==> src/design/fairrw_pkg.sv <==
// ----------------------------------------------------------------------------
// fairrw_pkg
// Types, codes and helpers shared by the fair shared/exclusive gate.
// ----------------------------------------------------------------------------
package fairrw_pkg;

    // Request codes
    localparam logic [1:0] OP_ENTER_SHARED = 2'd0;
    localparam logic [1:0] OP_ENTER_EXCL   = 2'd1;
    localparam logic [1:0] OP_EXIT         = 2'd2;

    // Result kinds
    localparam logic [2:0] KIND_GRANTED  = 3'd0;
    localparam logic [2:0] KIND_QUEUED   = 3'd1;
    localparam logic [2:0] KIND_RELEASED = 3'd2;
    localparam logic [2:0] KIND_WOKEN    = 3'd3;
    localparam logic [2:0] KIND_EXIT_ERR = 3'd4;
    localparam logic [2:0] KIND_FULL     = 3'd5;

    localparam logic [6:0] HOLD_SAT        = 7'd64;
    localparam logic [6:0] MAX_EXCL_RESET  = 7'd1;

    typedef struct packed {
        logic [1:0] operation;
        logic [5:0] requester_id;
    } req_item_t;

    typedef struct packed {
        logic [2:0] kind;
        logic [5:0] requester_id_res;
        logic       shared_mode;
        logic       last;
        logic [4:0] waiting_count;
        logic [6:0] shared_holders;
        logic [6:0] exclusive_holders;
    } res_item_t;

    // One queued ticket
    typedef struct packed {
        logic       shared;
        logic [5:0] id;
    } entry_t;

    // Queue control from the sequencer
    typedef struct packed {
        logic   push;
        logic   pop;
        entry_t data;
    } q_ctrl_t;

    typedef enum logic [1:0] {
        S_IDLE,
        S_EXEC,
        S_WAKE
    } state_t;

    function automatic logic [6:0] sat_inc(input logic [6:0] v);
        sat_inc = (v < HOLD_SAT) ? v + 7'd1 : HOLD_SAT;
    endfunction

    function automatic logic below_limit(input logic [6:0] excl, input logic [6:0] limit);
        below_limit = (limit == 7'd0) || (excl < limit);
    endfunction

endpackage

==> src/design/fairrw_cell.sv <==
// ----------------------------------------------------------------------------
// fairrw_cell
// One slot of the wait queue: load a new ticket or take the neighbor's.
// ----------------------------------------------------------------------------
module fairrw_cell
    import fairrw_pkg::*;
(
    input  logic   clk,
    input  logic   load,
    input  entry_t load_data,
    input  logic   shift,
    input  entry_t upper,
    output entry_t data
);

    entry_t data_reg;
    entry_t data_next;

    always_comb
    begin
        data_next = data_reg;
        if (load)
        begin
            data_next = load_data;
        end
        else if (shift)
        begin
            data_next = upper;
        end
    end

    always_ff @(posedge clk)
    begin
        data_reg <= data_next;
    end

    assign data = data_reg;

endmodule

==> src/design/fairrw_queue.sv <==
// ----------------------------------------------------------------------------
// fairrw_queue
// Wait queue as a row of cells, head in cell 0; pop shifts toward the head.
// ----------------------------------------------------------------------------
module fairrw_queue
    import fairrw_pkg::*;
#(
    parameter int QUEUE_DEPTH = 16,
    parameter int CNT_W       = $clog2(QUEUE_DEPTH + 1)
)
(
    input  logic             clk,
    input  logic             rst_n,
    input  q_ctrl_t          ctrl,
    output logic [CNT_W-1:0] count,
    output entry_t           head,
    output entry_t           second
);

    logic [CNT_W-1:0] count_reg;
    logic [CNT_W-1:0] count_next;
    entry_t           cells [QUEUE_DEPTH];

    genvar i;
    generate
        for (i = 0; i < QUEUE_DEPTH; i++)
        begin : g_cell
            entry_t upper;
            if (i == QUEUE_DEPTH - 1)
            begin : g_end
                assign upper = cells[i];
            end
            else
            begin : g_mid
                assign upper = cells[i+1];
            end

            fairrw_cell u_cell (
                .clk       (clk),
                .load      (ctrl.push && (count_reg == CNT_W'(i))),
                .load_data (ctrl.data),
                .shift     (ctrl.pop),
                .upper     (upper),
                .data      (cells[i])
            );
        end

        if (QUEUE_DEPTH > 1)
        begin : g_second
            assign second = cells[1];
        end
        else
        begin : g_single
            assign second = cells[0];
        end
    endgenerate

    always_comb
    begin
        count_next = count_reg;
        if (ctrl.push)
        begin
            count_next = count_reg + CNT_W'(1);
        end
        else if (ctrl.pop)
        begin
            count_next = count_reg - CNT_W'(1);
        end
    end

    always_ff @(posedge clk or negedge rst_n)
    begin
        if (!rst_n)
        begin
            count_reg <= '0;
        end
        else
        begin
            count_reg <= count_next;
        end
    end

    assign count = count_reg;
    assign head  = cells[0];

endmodule

==> src/design/fair_reader_writer_gate.sv <==
// ----------------------------------------------------------------------------
// fair_reader_writer_gate
// Fair shared/exclusive gate with an in-order wait queue of ticket cells.
// ----------------------------------------------------------------------------
// Usage:
//   Request channel (req_valid / req_stall / req_item): one item per request,
//   enter shared, enter exclusive or exit, tagged with a requester id.
//   Result channel (res_valid / res_stall / res_item): every request gives
//   one result; an exit may also give one woken result per released waiter.
//   The last result of a request carries last = 1. An unknown operation is
//   dropped without a result.
//   cfg_we / cfg_wdata write the exclusive-holder limit (0 = no limit);
//   write it only while no request is in flight.
// Timing: the request is registered, and its first result is formed in the
//   EXEC state and loaded into the output register; each woken waiter adds
//   a WAKE step, the wake sequencer popping one queue cell per cycle while
//   the receiver does not stall, through the single output register.
// Reset clears all counts and the queue fill, limit returns to 1.
// A stalled receiver holds the result register; the sequencer waits and
// req_stall stays high until the request's last result is loaded into it.
// ----------------------------------------------------------------------------
module fair_reader_writer_gate
    import fairrw_pkg::*;
#(
    parameter int QUEUE_DEPTH = 16
)
(
    input  logic      clk,
    input  logic      rst_n,
    input  logic      req_valid,
    output logic      req_stall,
    input  req_item_t req_item,
    output logic      res_valid,
    input  logic      res_stall,
    output res_item_t res_item,
    input  logic      cfg_we,
    input  logic [6:0] cfg_wdata
);

    localparam int CNT_W = $clog2(QUEUE_DEPTH + 1);

    state_t     state_reg;
    state_t     state_next;
    logic [1:0] op_reg;
    logic [5:0] id_reg;
    logic       mode_reg;       // wake run is shared
    logic       mode_next;
    logic [6:0] sh_reg;
    logic [6:0] sh_next;
    logic [6:0] ex_reg;
    logic [6:0] ex_next;
    logic [6:0] max_excl_reg;

    logic       out_valid_reg;
    logic       out_valid_next;
    res_item_t  out_item_reg;
    res_item_t  out_item_next;

    q_ctrl_t          q_ctrl;
    logic [CNT_W-1:0] q_count;
    logic [CNT_W-1:0] cnt_after;
    logic [CNT_W+4:0] cnt_wide;
    entry_t           q_head;
    entry_t           q_second;

    logic out_free;
    logic load;
    logic more;         // another wake result follows
    logic accept;

    fairrw_queue #(
        .QUEUE_DEPTH (QUEUE_DEPTH),
        .CNT_W       (CNT_W)
    ) u_queue (
        .clk    (clk),
        .rst_n  (rst_n),
        .ctrl   (q_ctrl),
        .count  (q_count),
        .head   (q_head),
        .second (q_second)
    );

    assign out_free  = !out_valid_reg || !res_stall;
    assign req_stall = (state_reg != S_IDLE);
    assign accept    = req_valid && !req_stall;
    assign cnt_wide  = {5'b0, cnt_after};

    // Next state
    always_comb
    begin
        state_next = state_reg;
        case (state_reg)
            S_IDLE:
            begin
                if (accept && (req_item.operation inside
                               {OP_ENTER_SHARED, OP_ENTER_EXCL, OP_EXIT}))
                begin
                    state_next = S_EXEC;
                end
            end
            S_EXEC:
            begin
                if (out_free)
                begin
                    state_next = more ? S_WAKE : S_IDLE;
                end
            end
            S_WAKE:
            begin
                if (out_free && !more)
                begin
                    state_next = S_IDLE;
                end
            end
            default:
            begin
                state_next = S_IDLE;
            end
        endcase
    end

    // Datapath and result formation
    always_comb
    begin
        logic shared;
        logic go;
        sh_next    = sh_reg;
        ex_next    = ex_reg;
        mode_next  = mode_reg;
        load       = 1'b0;
        more       = 1'b0;
        cnt_after  = q_count;
        q_ctrl     = '{push: 1'b0, pop: 1'b0, data: '{shared: 1'b0, id: id_reg}};
        shared     = (op_reg == OP_ENTER_SHARED);
        go         = 1'b0;
        out_item_next = out_item_reg;
        out_item_next.requester_id_res = id_reg;
        out_item_next.kind        = KIND_GRANTED;
        out_item_next.shared_mode = 1'b0;
        out_item_next.last        = 1'b1;

        case (state_reg)
            S_EXEC:
            begin
                if (out_free)
                begin
                    load = 1'b1;
                    if (op_reg == OP_EXIT)
                    begin
                        if (ex_reg != 7'd0)
                        begin
                            ex_next = ex_reg - 7'd1;
                            out_item_next.kind = KIND_RELEASED;
                        end
                        else if (sh_reg != 7'd0)
                        begin
                            sh_next = sh_reg - 7'd1;
                            out_item_next.kind        = KIND_RELEASED;
                            out_item_next.shared_mode = 1'b1;
                        end
                        else
                        begin
                            out_item_next.kind = KIND_EXIT_ERR;
                        end
                        if (out_item_next.kind == KIND_RELEASED)
                        begin
                            // Check whether the head can be woken now
                            mode_next = q_head.shared;
                            if (q_count != '0)
                            begin
                                more = q_head.shared ? (ex_next == 7'd0)
                                     : ((sh_next == 7'd0) &&
                                        below_limit(ex_next, max_excl_reg));
                            end
                        end
                    end
                    else
                    begin
                        out_item_next.shared_mode = shared;
                        if (shared)
                        begin
                            go = (ex_reg == 7'd0) && (q_count == '0);
                        end
                        else
                        begin
                            go = (sh_reg == 7'd0) && (q_count == '0) &&
                                 below_limit(ex_reg, max_excl_reg);
                        end
                        if (go)
                        begin
                            if (shared)
                            begin
                                sh_next = sat_inc(sh_reg);
                            end
                            else
                            begin
                                ex_next = sat_inc(ex_reg);
                            end
                        end
                        else if (q_count >= CNT_W'(QUEUE_DEPTH))
                        begin
                            out_item_next.kind = KIND_FULL;
                        end
                        else
                        begin
                            out_item_next.kind = KIND_QUEUED;
                            q_ctrl.push        = 1'b1;
                            q_ctrl.data.shared = shared;
                            cnt_after          = q_count + CNT_W'(1);
                        end
                    end
                    out_item_next.last = !more;
                end
            end
            S_WAKE:
            begin
                if (out_free)
                begin
                    // Pop the head and hand it the access
                    load       = 1'b1;
                    q_ctrl.pop = 1'b1;
                    cnt_after  = q_count - CNT_W'(1);
                    if (mode_reg)
                    begin
                        sh_next = sat_inc(sh_reg);
                    end
                    else
                    begin
                        ex_next = sat_inc(ex_reg);
                    end
                    more = (cnt_after != '0) && (q_second.shared == mode_reg) &&
                           (mode_reg ? (ex_next == 7'd0)
                                     : ((sh_next == 7'd0) &&
                                        below_limit(ex_next, max_excl_reg)));
                    out_item_next.kind             = KIND_WOKEN;
                    out_item_next.requester_id_res = q_head.id;
                    out_item_next.shared_mode      = mode_reg;
                    out_item_next.last             = !more;
                end
            end
            default:
            begin
            end
        endcase

        out_item_next.waiting_count     = cnt_wide[4:0];
        out_item_next.shared_holders    = sh_next;
        out_item_next.exclusive_holders = ex_next;
        out_valid_next = load ? 1'b1 : (out_valid_reg && res_stall);
    end

    // Control registers
    always_ff @(posedge clk or negedge rst_n)
    begin
        if (!rst_n)
        begin
            state_reg     <= S_IDLE;
            sh_reg        <= '0;
            ex_reg        <= '0;
            mode_reg      <= 1'b0;
            out_valid_reg <= 1'b0;
            max_excl_reg  <= MAX_EXCL_RESET;
        end
        else
        begin
            state_reg     <= state_next;
            sh_reg        <= sh_next;
            ex_reg        <= ex_next;
            mode_reg      <= mode_next;
            out_valid_reg <= out_valid_next;
            if (cfg_we)
            begin
                max_excl_reg <= cfg_wdata;
            end
        end
    end

    // Payload registers: capture the request, hold the result
    always_ff @(posedge clk)
    begin
        if (accept)
        begin
            op_reg <= req_item.operation;
            id_reg <= req_item.requester_id;
        end
        if (load)
        begin
            out_item_reg <= out_item_next;
        end
    end

    assign res_valid = out_valid_reg;
    assign res_item  = out_item_reg;

    // Shared and exclusive holders never coexist
    assert property (@(posedge clk) disable iff (!rst_n)
        !((sh_reg != 7'd0) && (ex_reg != 7'd0)))
        else $error("shared and exclusive holders at the same time");

    // The queue never overfills
    assert property (@(posedge clk) disable iff (!rst_n)
        q_count <= CNT_W'(QUEUE_DEPTH))
        else $error("wait queue over its depth");

    // Waking only happens with tickets in the queue
    assert property (@(posedge clk) disable iff (!rst_n)
        (state_reg == S_WAKE) |-> (q_count != '0))
        else $error("wake step with an empty queue");

endmodule

==> config.mk <==
export PLATFORM = sky130hd
export DESIGN_NAME = fair_reader_writer_gate
export DESIGN_NICKNAME = d
export VERILOG_FILES = /design/src/design/fairrw_pkg.sv /design/src/design/fairrw_cell.sv /design/src/design/fairrw_queue.sv /design/src/design/fair_reader_writer_gate.sv
export SDC_FILE = /design/constraint.sdc
export NUM_CORES = 1
export LEC_CHECK = 0
export ABC_AREA = 1
export BUFFER_PORTS_ARGS = -buffer_cell sky130_fd_sc_hd__buf_2
export CORE_UTILIZATION = 55
export CTS_CLUSTER_DIAMETER = 60
export DETAILED_ROUTE_END_ITERATION = 7
export PLACE_DENSITY_LB_ADDON = 0.3
export REMOVE_ABC_BUFFERS = 1
export SLEW_MARGIN = 25
export SYNTH_ARGS = -nofsm -noshare
export SYNTH_HDL_FRONTEND = slang
export SYNTH_SLANG_ARGS = --single-unit
==> constraint.sdc <==
create_clock -name clk -period 3.55 [get_ports clk]
set_input_delay 0.1775 -clock clk [delete_from_list [all_inputs] [get_ports clk]]
set_output_delay 0.1775 -clock clk [all_outputs]
set_load 0.005 [all_outputs]
Word-level counts from Yosys, hierarchy flattened
Cells that the tools add are included.
{"block": "word_totals", "register_bits": 180, "latchBits": 0, "ramBits": 0, "romBits": 0, "in_bits": 20, "out_inout_bits": 32, "elab_cells": 275, "memories": 0}
{"block": "classes", "n_addsub": 6, "multipliers": 0, "div": 0, "order_cmp": 6, "n_eq_ne": 25, "shift": 0, "mux": 117, "n_bitwise": 0, "n_reduce_logical": 73}
{"cell": "$mux W7", "n": 57}
{"cell": "$logic_not A7 Y1", "n": 7}
{"cell": "$eq A5 B4 Y1 const B", "n": 8}
{"cell": "$mux W5", "n": 7}
{"cell": "$reduce_bool A2 Y1", "n": 17}
{"cell": "$mux W1", "n": 30}
{"cell": "$pmux W7 S2", "n": 2}
{"cell": "$logic_and A1 B1 Y1", "n": 27}
{"cell": "$mux W3", "n": 9}
{"cell": "$lt A7 B7 Y1", "n": 3}
{"cell": "$eq A5 B3 Y1 const B", "n": 4}
{"cell": "$add A7 B1 Y7 const B", "n": 2}
{"cell": "$lt A7 B7 Y1 const B", "n": 2}
{"cell": "$reduce_bool A7 Y1", "n": 2}
{"cell": "$sub A7 B1 Y7 const B", "n": 2}
{"cell": "$eq A5 B2 Y1 const B", "n": 2}
{"cell": "$mux W10", "n": 1}
{"cell": "$mux W2", "n": 5}
{"cell": "$pmux W5 S2", "n": 1}
{"cell": "$reduce_bool A5 Y1", "n": 2}
{"cell": "$eq A2 B2 Y1 const B", "n": 3}
{"cell": "$logic_not A1 Y1", "n": 6}
{"cell": "$logic_not A2 Y1", "n": 3}
{"cell": "$mux W6", "n": 1}
{"cell": "18 further kinds", "n": 24}

Logic depth before layout (Yosys ltp)
{"block": "depth", "ltp_word": 20, "mapped_depth": 24, "mapped_depth_nobuf": 24}

Hierarchy
From an unflattened synthesis, not the netlist that was laid out.
{"block": "unflattened", "cells_unflattened": 1184, "area_unflattened_um2": 10152.2}
{"mod": "fairrw_cell", "instances": 16, "cells_each": 31, "area_per_inst_um2": 310.3, "seq_area_each_um2": 210.2}
{"mod": "fair_reader_writer_gate", "instances": 1, "cells_each": 615, "area_per_inst_um2": 4719.5, "seq_area_each_um2": 1767.9}
{"mod": "fairrw_queue", "instances": 1, "cells_each": 73, "area_per_inst_um2": 467.9, "seq_area_each_um2": 125.1}

Least setup slack after synthesis
No wires, ideal clock.
{"block": "synth_timing", "path_kind": "reg2reg", "from": "register state_reg[0]", "to": "register out_item_reg (netlist bit res_item[29]), data pin", "setup_time_ps": 208, "arrival_ps": 3078, "required_time_ps": 3342, "slack_ps": 263, "stages_incl_launch_ff": 8, "path_buffers": 1, "synth_period_minus_slack_ps": 3287, "cell_sequence": "dfrtp_1 -> inv_1 -> ha_1 -> clkbuf_1 -> inv_1 -> nor2_1 -> inv_1 -> a2111oi_0"}
{"element": "start: declaration", "line_no": "fair_reader_writer_gate.sv:42", "source": "state_t state_reg;"}
{"element": "start signal: assignment", "line_no": "fair_reader_writer_gate.sv:266", "source": "state_reg <= state_next;"}
{"element": "end signal: assignment", "line_no": "fair_reader_writer_gate.sv:288", "source": "out_item_reg <= out_item_next;"}
{"element": "end: declaration", "line_no": "fair_reader_writer_gate.sv:56", "source": "res_item_t out_item_reg;"}

Worst setup path after layout
{"block": "layout_timing", "from": "register u_queue.count_reg[0], in the netlist u_queue.count[0]", "to": "register u_queue.g_cell[11].u_cell.data_reg (netlist bit u_queue.g_cell[11].u_cell.data[5]), enable pin"}
{"block": "layout_via", "elab_chain_cells": 13, "word_cells_on_any_way": 17, "cone_classes": "1 x order compare; 1 x eq/ne; 9 x mux; 6 x reduce/logical"}
{"element": "start: declaration", "line_no": "fairrw_queue.sv:20", "source": "logic [CNT_W-1:0] count_reg;"}
{"element": "start signal: assignment", "line_no": "fairrw_queue.sv:79", "source": "count_reg <= count_next;"}
{"element": "$logic_not A5 Y1", "line_no": "fair_reader_writer_gate.sv:182, fair_reader_writer_gate.sv:186"}
{"element": "$logic_and A1 B1 Y1 (2 in series)", "line_no": "fair_reader_writer_gate.sv:186", "source": "go = (sh_reg == 7'd0) && (q_count == '0) &&"}
{"element": "$mux W1", "line_no": "fair_reader_writer_gate.sv:180", "source": "if (shared)"}
{"element": "$mux W1", "line_no": "fair_reader_writer_gate.sv:148", "source": "if (op_reg == OP_EXIT)"}
{"element": "$mux W1", "line_no": "fair_reader_writer_gate.sv:145", "source": "if (out_free)"}
{"element": "$mux W1", "line_no": "fair_reader_writer_gate.sv:142", "source": "case (state_reg)"}
{"element": "$mux W1", "line_no": "fair_reader_writer_gate.sv:189", "source": "if (go)"}
{"element": "$mux W1", "line_no": "fair_reader_writer_gate.sv:148"}
{"element": "$mux W1", "line_no": "fair_reader_writer_gate.sv:145"}
{"element": "$mux W1", "line_no": "fair_reader_writer_gate.sv:142"}
{"element": "$logic_and A1 B1 Y1 *", "line_no": "fairrw_queue.sv:40", "source": ".load (ctrl.push && (count_reg == CNT_W'(i))),"}
{"element": "$reduce_bool A2 Y1 (no source line) *"}
{"element": "end signal: assignment", "line_no": "fairrw_cell.sv:34", "source": "data_reg <= data_next;"}
{"element": "end: declaration", "line_no": "fairrw_cell.sv:16", "source": "entry_t data_reg;"}
Every way passes the cells marked *; elsewhere a longest branch is shown, timed or not. The select of a mux whose other input is x is not followed.
A chain may end at the register's enable or synchronous reset.

==> key figures <==
Layout
  – Area growth syn-to-layout: 12.1%
  – Nets@finish: 1126
  – Commonest non-fill, non-tap cell in the layout: nand2_1
  – Diodes inserted: 0
  – Largest register FFs: 112
  – Final Util: 63.5%
  – Layout cell share with drive strength beyond 1: 13.3%
  – Highest-count cells in the layout ignoring fill and taps: nand2_1, edfxtp_1, o21ai_1, inv_1, o21ai_0

Floorplanning
  – Die area: 17700 µm²
  – Die height: 133 µm
  – Top Ports: 52
  – Core Region: 16700 µm²
  – Die X: 133 µm
  – Initial Util: 56.6%
  – Row cnt: 47

Yosys
  – Ys Warns: 0
  – Top_reg_cell synth: edfxtp_1
  – Yosys reg bits: 180
  – Sequential share of the synthesized area: 55.6%
  – Post-synth cell types: 54
  – Netlist Area Pre-Place: 9460 µm²
  – Ys async rst share: 16.7%
  – Post-synth EDFFs: 150
  – Gate Count Post-Synth: 1021
  – Mean area per synthesized cell: 9.26 µm²

Timing
  – Clk_skew: 8.56 ps
  – Setup TNS: 0 ps
  – Slew HR: 36.6%
  – Worst hold slack: 84.1 ps
  – Post-layout min period: 3140 ps
  – RSZ-0062 raised after global routing: false
  – Endpoints failing hold: 0
  – Fmax: 319 MHz
  – Final worst slack: 413 ps
  – Final setup viols: 0
  – Max-slew violation count: 0
  – Final cycle utilization of the critical path: 88.4%
  – Slew @ Worst Pin: 949 ps

Place
  – Final HPWL DP: 15000 µm
  – RD Place Congestion: 1.01
  – PortBufs: 51
  – Pre-CTS setup slack: 459 ps

Detailed routing
  – Via density: 5.72
  – DR iter-0 viols: 887
  – Via Count: 7481
  – Drt total wl: 21800 µm
  – DRC: 0
  – First-pass iteration count of the detailed router: 6
  – WL/cell: 16.7 µm
  – Antenna violation net count after detailed routing: 0

Critical path
  – Critical Path Source: u_queue.count[0]
  – Worst Path Arrival: 3250 ps
  – Worst Setup EP: u_queue.g_cell[11].u_cell.data[5]
  – Path depth of the worst reg2reg path: 11
  – WS Path Type: reg -> reg
  – Reg-to-reg startpoint: u_queue.count[0]
  – Worst setup EP type: flip-flop
  – Crit Path Max Fanout: 15
  – Startpoint types: flip-flop
  – RR Endpoint: u_queue.g_cell[11].u_cell.data[5]
  – Req. time, crit path: 3660 ps
  – Worst reg2reg setup slack: 410 ps

GRT
  – Vias in the first global route: 6975
  – Initial antenna violation count: 0
  – Grt ovf: 0
  – First-pass GRT wire length: 35600 µm
  – Largest net degree at the start of global routing: 33
  – Total GRT Usage: 25.9%

Pwr
  – Seq pwr share: 38.3%
  – VDD IR max: 0.414 mV
  – Int Pwr: 4660 µW
  – P per Cell Area: 749 nW/µm²
  – Comb pwr share: 38.7%
  – Static leakage: 0.00448 µW
  – Switching power: 3280 µW
  – Power share of the clock group: 22.9%
  – Power, Total: 7940 µW
  – Net Sw Frac: 41.3%

Clock tree
  – H-tree levels: 4
  – TritonCTS Sinks: 180
  – Longest Clk Path Bufs: 2
  – Clock buffer count from CTS: 17
  – CTS tree: yes
  – Clk pin slew, worst setup/hold paths: 70 ps
  – Postcts setup bufs: 0
  – Skew-Pair Late Insertion Delay: 430 ps
  – CTS root buffer: clkbuf_16

Min path
  – Min-delay worst type: in -> reg
  – Worst Hold Launch: cfg_we

Flow run
  – Max-Cap Viols: 0

Status
  – Outcome: complete, no violations
worst min-delay path by stage:
stage	to	slack (ps)	depth (start not counted)
4_1_cts	max_excl_reg[4]	80	3
3_5_place_dp	max_excl_reg[4]	300	1
6_report	max_excl_reg[1]	80	3
5_1_grt	max_excl_reg[6]	120	3
2_1_floorplan	ex_reg[0]	-120	0
3_3_place_gp	max_excl_reg[4]	300	1
routing by layer:
metal	vias up	GRT usage [%]	wire length [µm]
li1	3634	-	-
met1	3438	36.9	9700
met2	358	39.6	9690
met3	51	5.10	1910
met4	0	9.79	546
met5	-	0	0
worst max-delay path, cell delays in order (launching register included):
cell and delay [ps]:
dfrtp_1 520, inv_1 200, ha_1 330, nand3_2 150
inv_2 70, nand3_1 150, inv_2 130, nor2_4 170
nand3_4 220, nor2_2 220, nand2_1 310, nand2_1 340
cell usage after synthesis, types with 2 or more instances:
library cell,count,area (µm²)
nand3_1,44,220
inv_1,65,244
o21ai_1,94,470
xor2_1,6,52.6
a22oi_1,4,30.0
a211oi_1,3,22.5
nor3_1,10,50.1
nand2_2,10,62.6
o22ai_1,7,43.8
a32oi_1,3,26.3
nor2_4,5,56.3
and3_1,2,12.5
inv_2,8,30.0
o221ai_1,2,17.5
nand4_1,7,43.8
nor2_1,47,176
clkinv_1,4,15.0
ha_1,32,400
buf_1,2,7.51
o21ai_2,7,61.3
buf_2,19,95.1
or2_2,2,12.5
a31oi_1,2,12.5
nand3_2,3,30.0
o211ai_1,7,52.6
clkbuf_1,19,71.3
a21oi_1,37,185
nand2_1,299,1120
edfxtp_1,150,4500
o21ai_0,61,305
nor2_2,5,31.3
buf_4,5,37.5
dfrtp_1,29,726
power groups by stage:
stage	sequential (µW)	clock (µW)	combinational, µW
6_report	3040	1820	3080
5_1_grt	3080	1910	3450
4_1_cts	3030	1840	3020
3_5_place_dp	3070	0	2970
3_3_place_gp	3070	0	2930
2_1_floorplan	3040	0	1990
logic make-up after synthesis:
group / share of synthesized area, %
AOI/OAI and AO/OA: 14.0
xor gates and xnor gates: 0.648
adders and majority gates: 4.23
buffers and inverters: 5.48
DFF: 55.6
muxes: 0.119
and+or+nand+nor: 19.9
through the flow:
stage               instance area (µm²)  std cells
floorplan                          9240        975
global placement                   9870       1259
detailed placement                 9870       1259
CTS                               10600       1307
global route                      10600       1307
finish                            10600       1307
layout make-up:
class                   instances  area (µm²)
fillers                      1371        6090
flip-flops and latches        180        5260
multi-input cells             717        3690
repair buffers                 80         513
clock buffers                  17         425
inverters                      78         295
well taps                     220         275
clock inverters                15         150
timing repair:
action	4_1_cts	5_1_grt
hold buffers	16	0
resized for setup	0	0
hold endpoints to repair	44	0
endpoints found under the setup margin	0	0
Note: power is estimated with default switching activity, not from simulation.
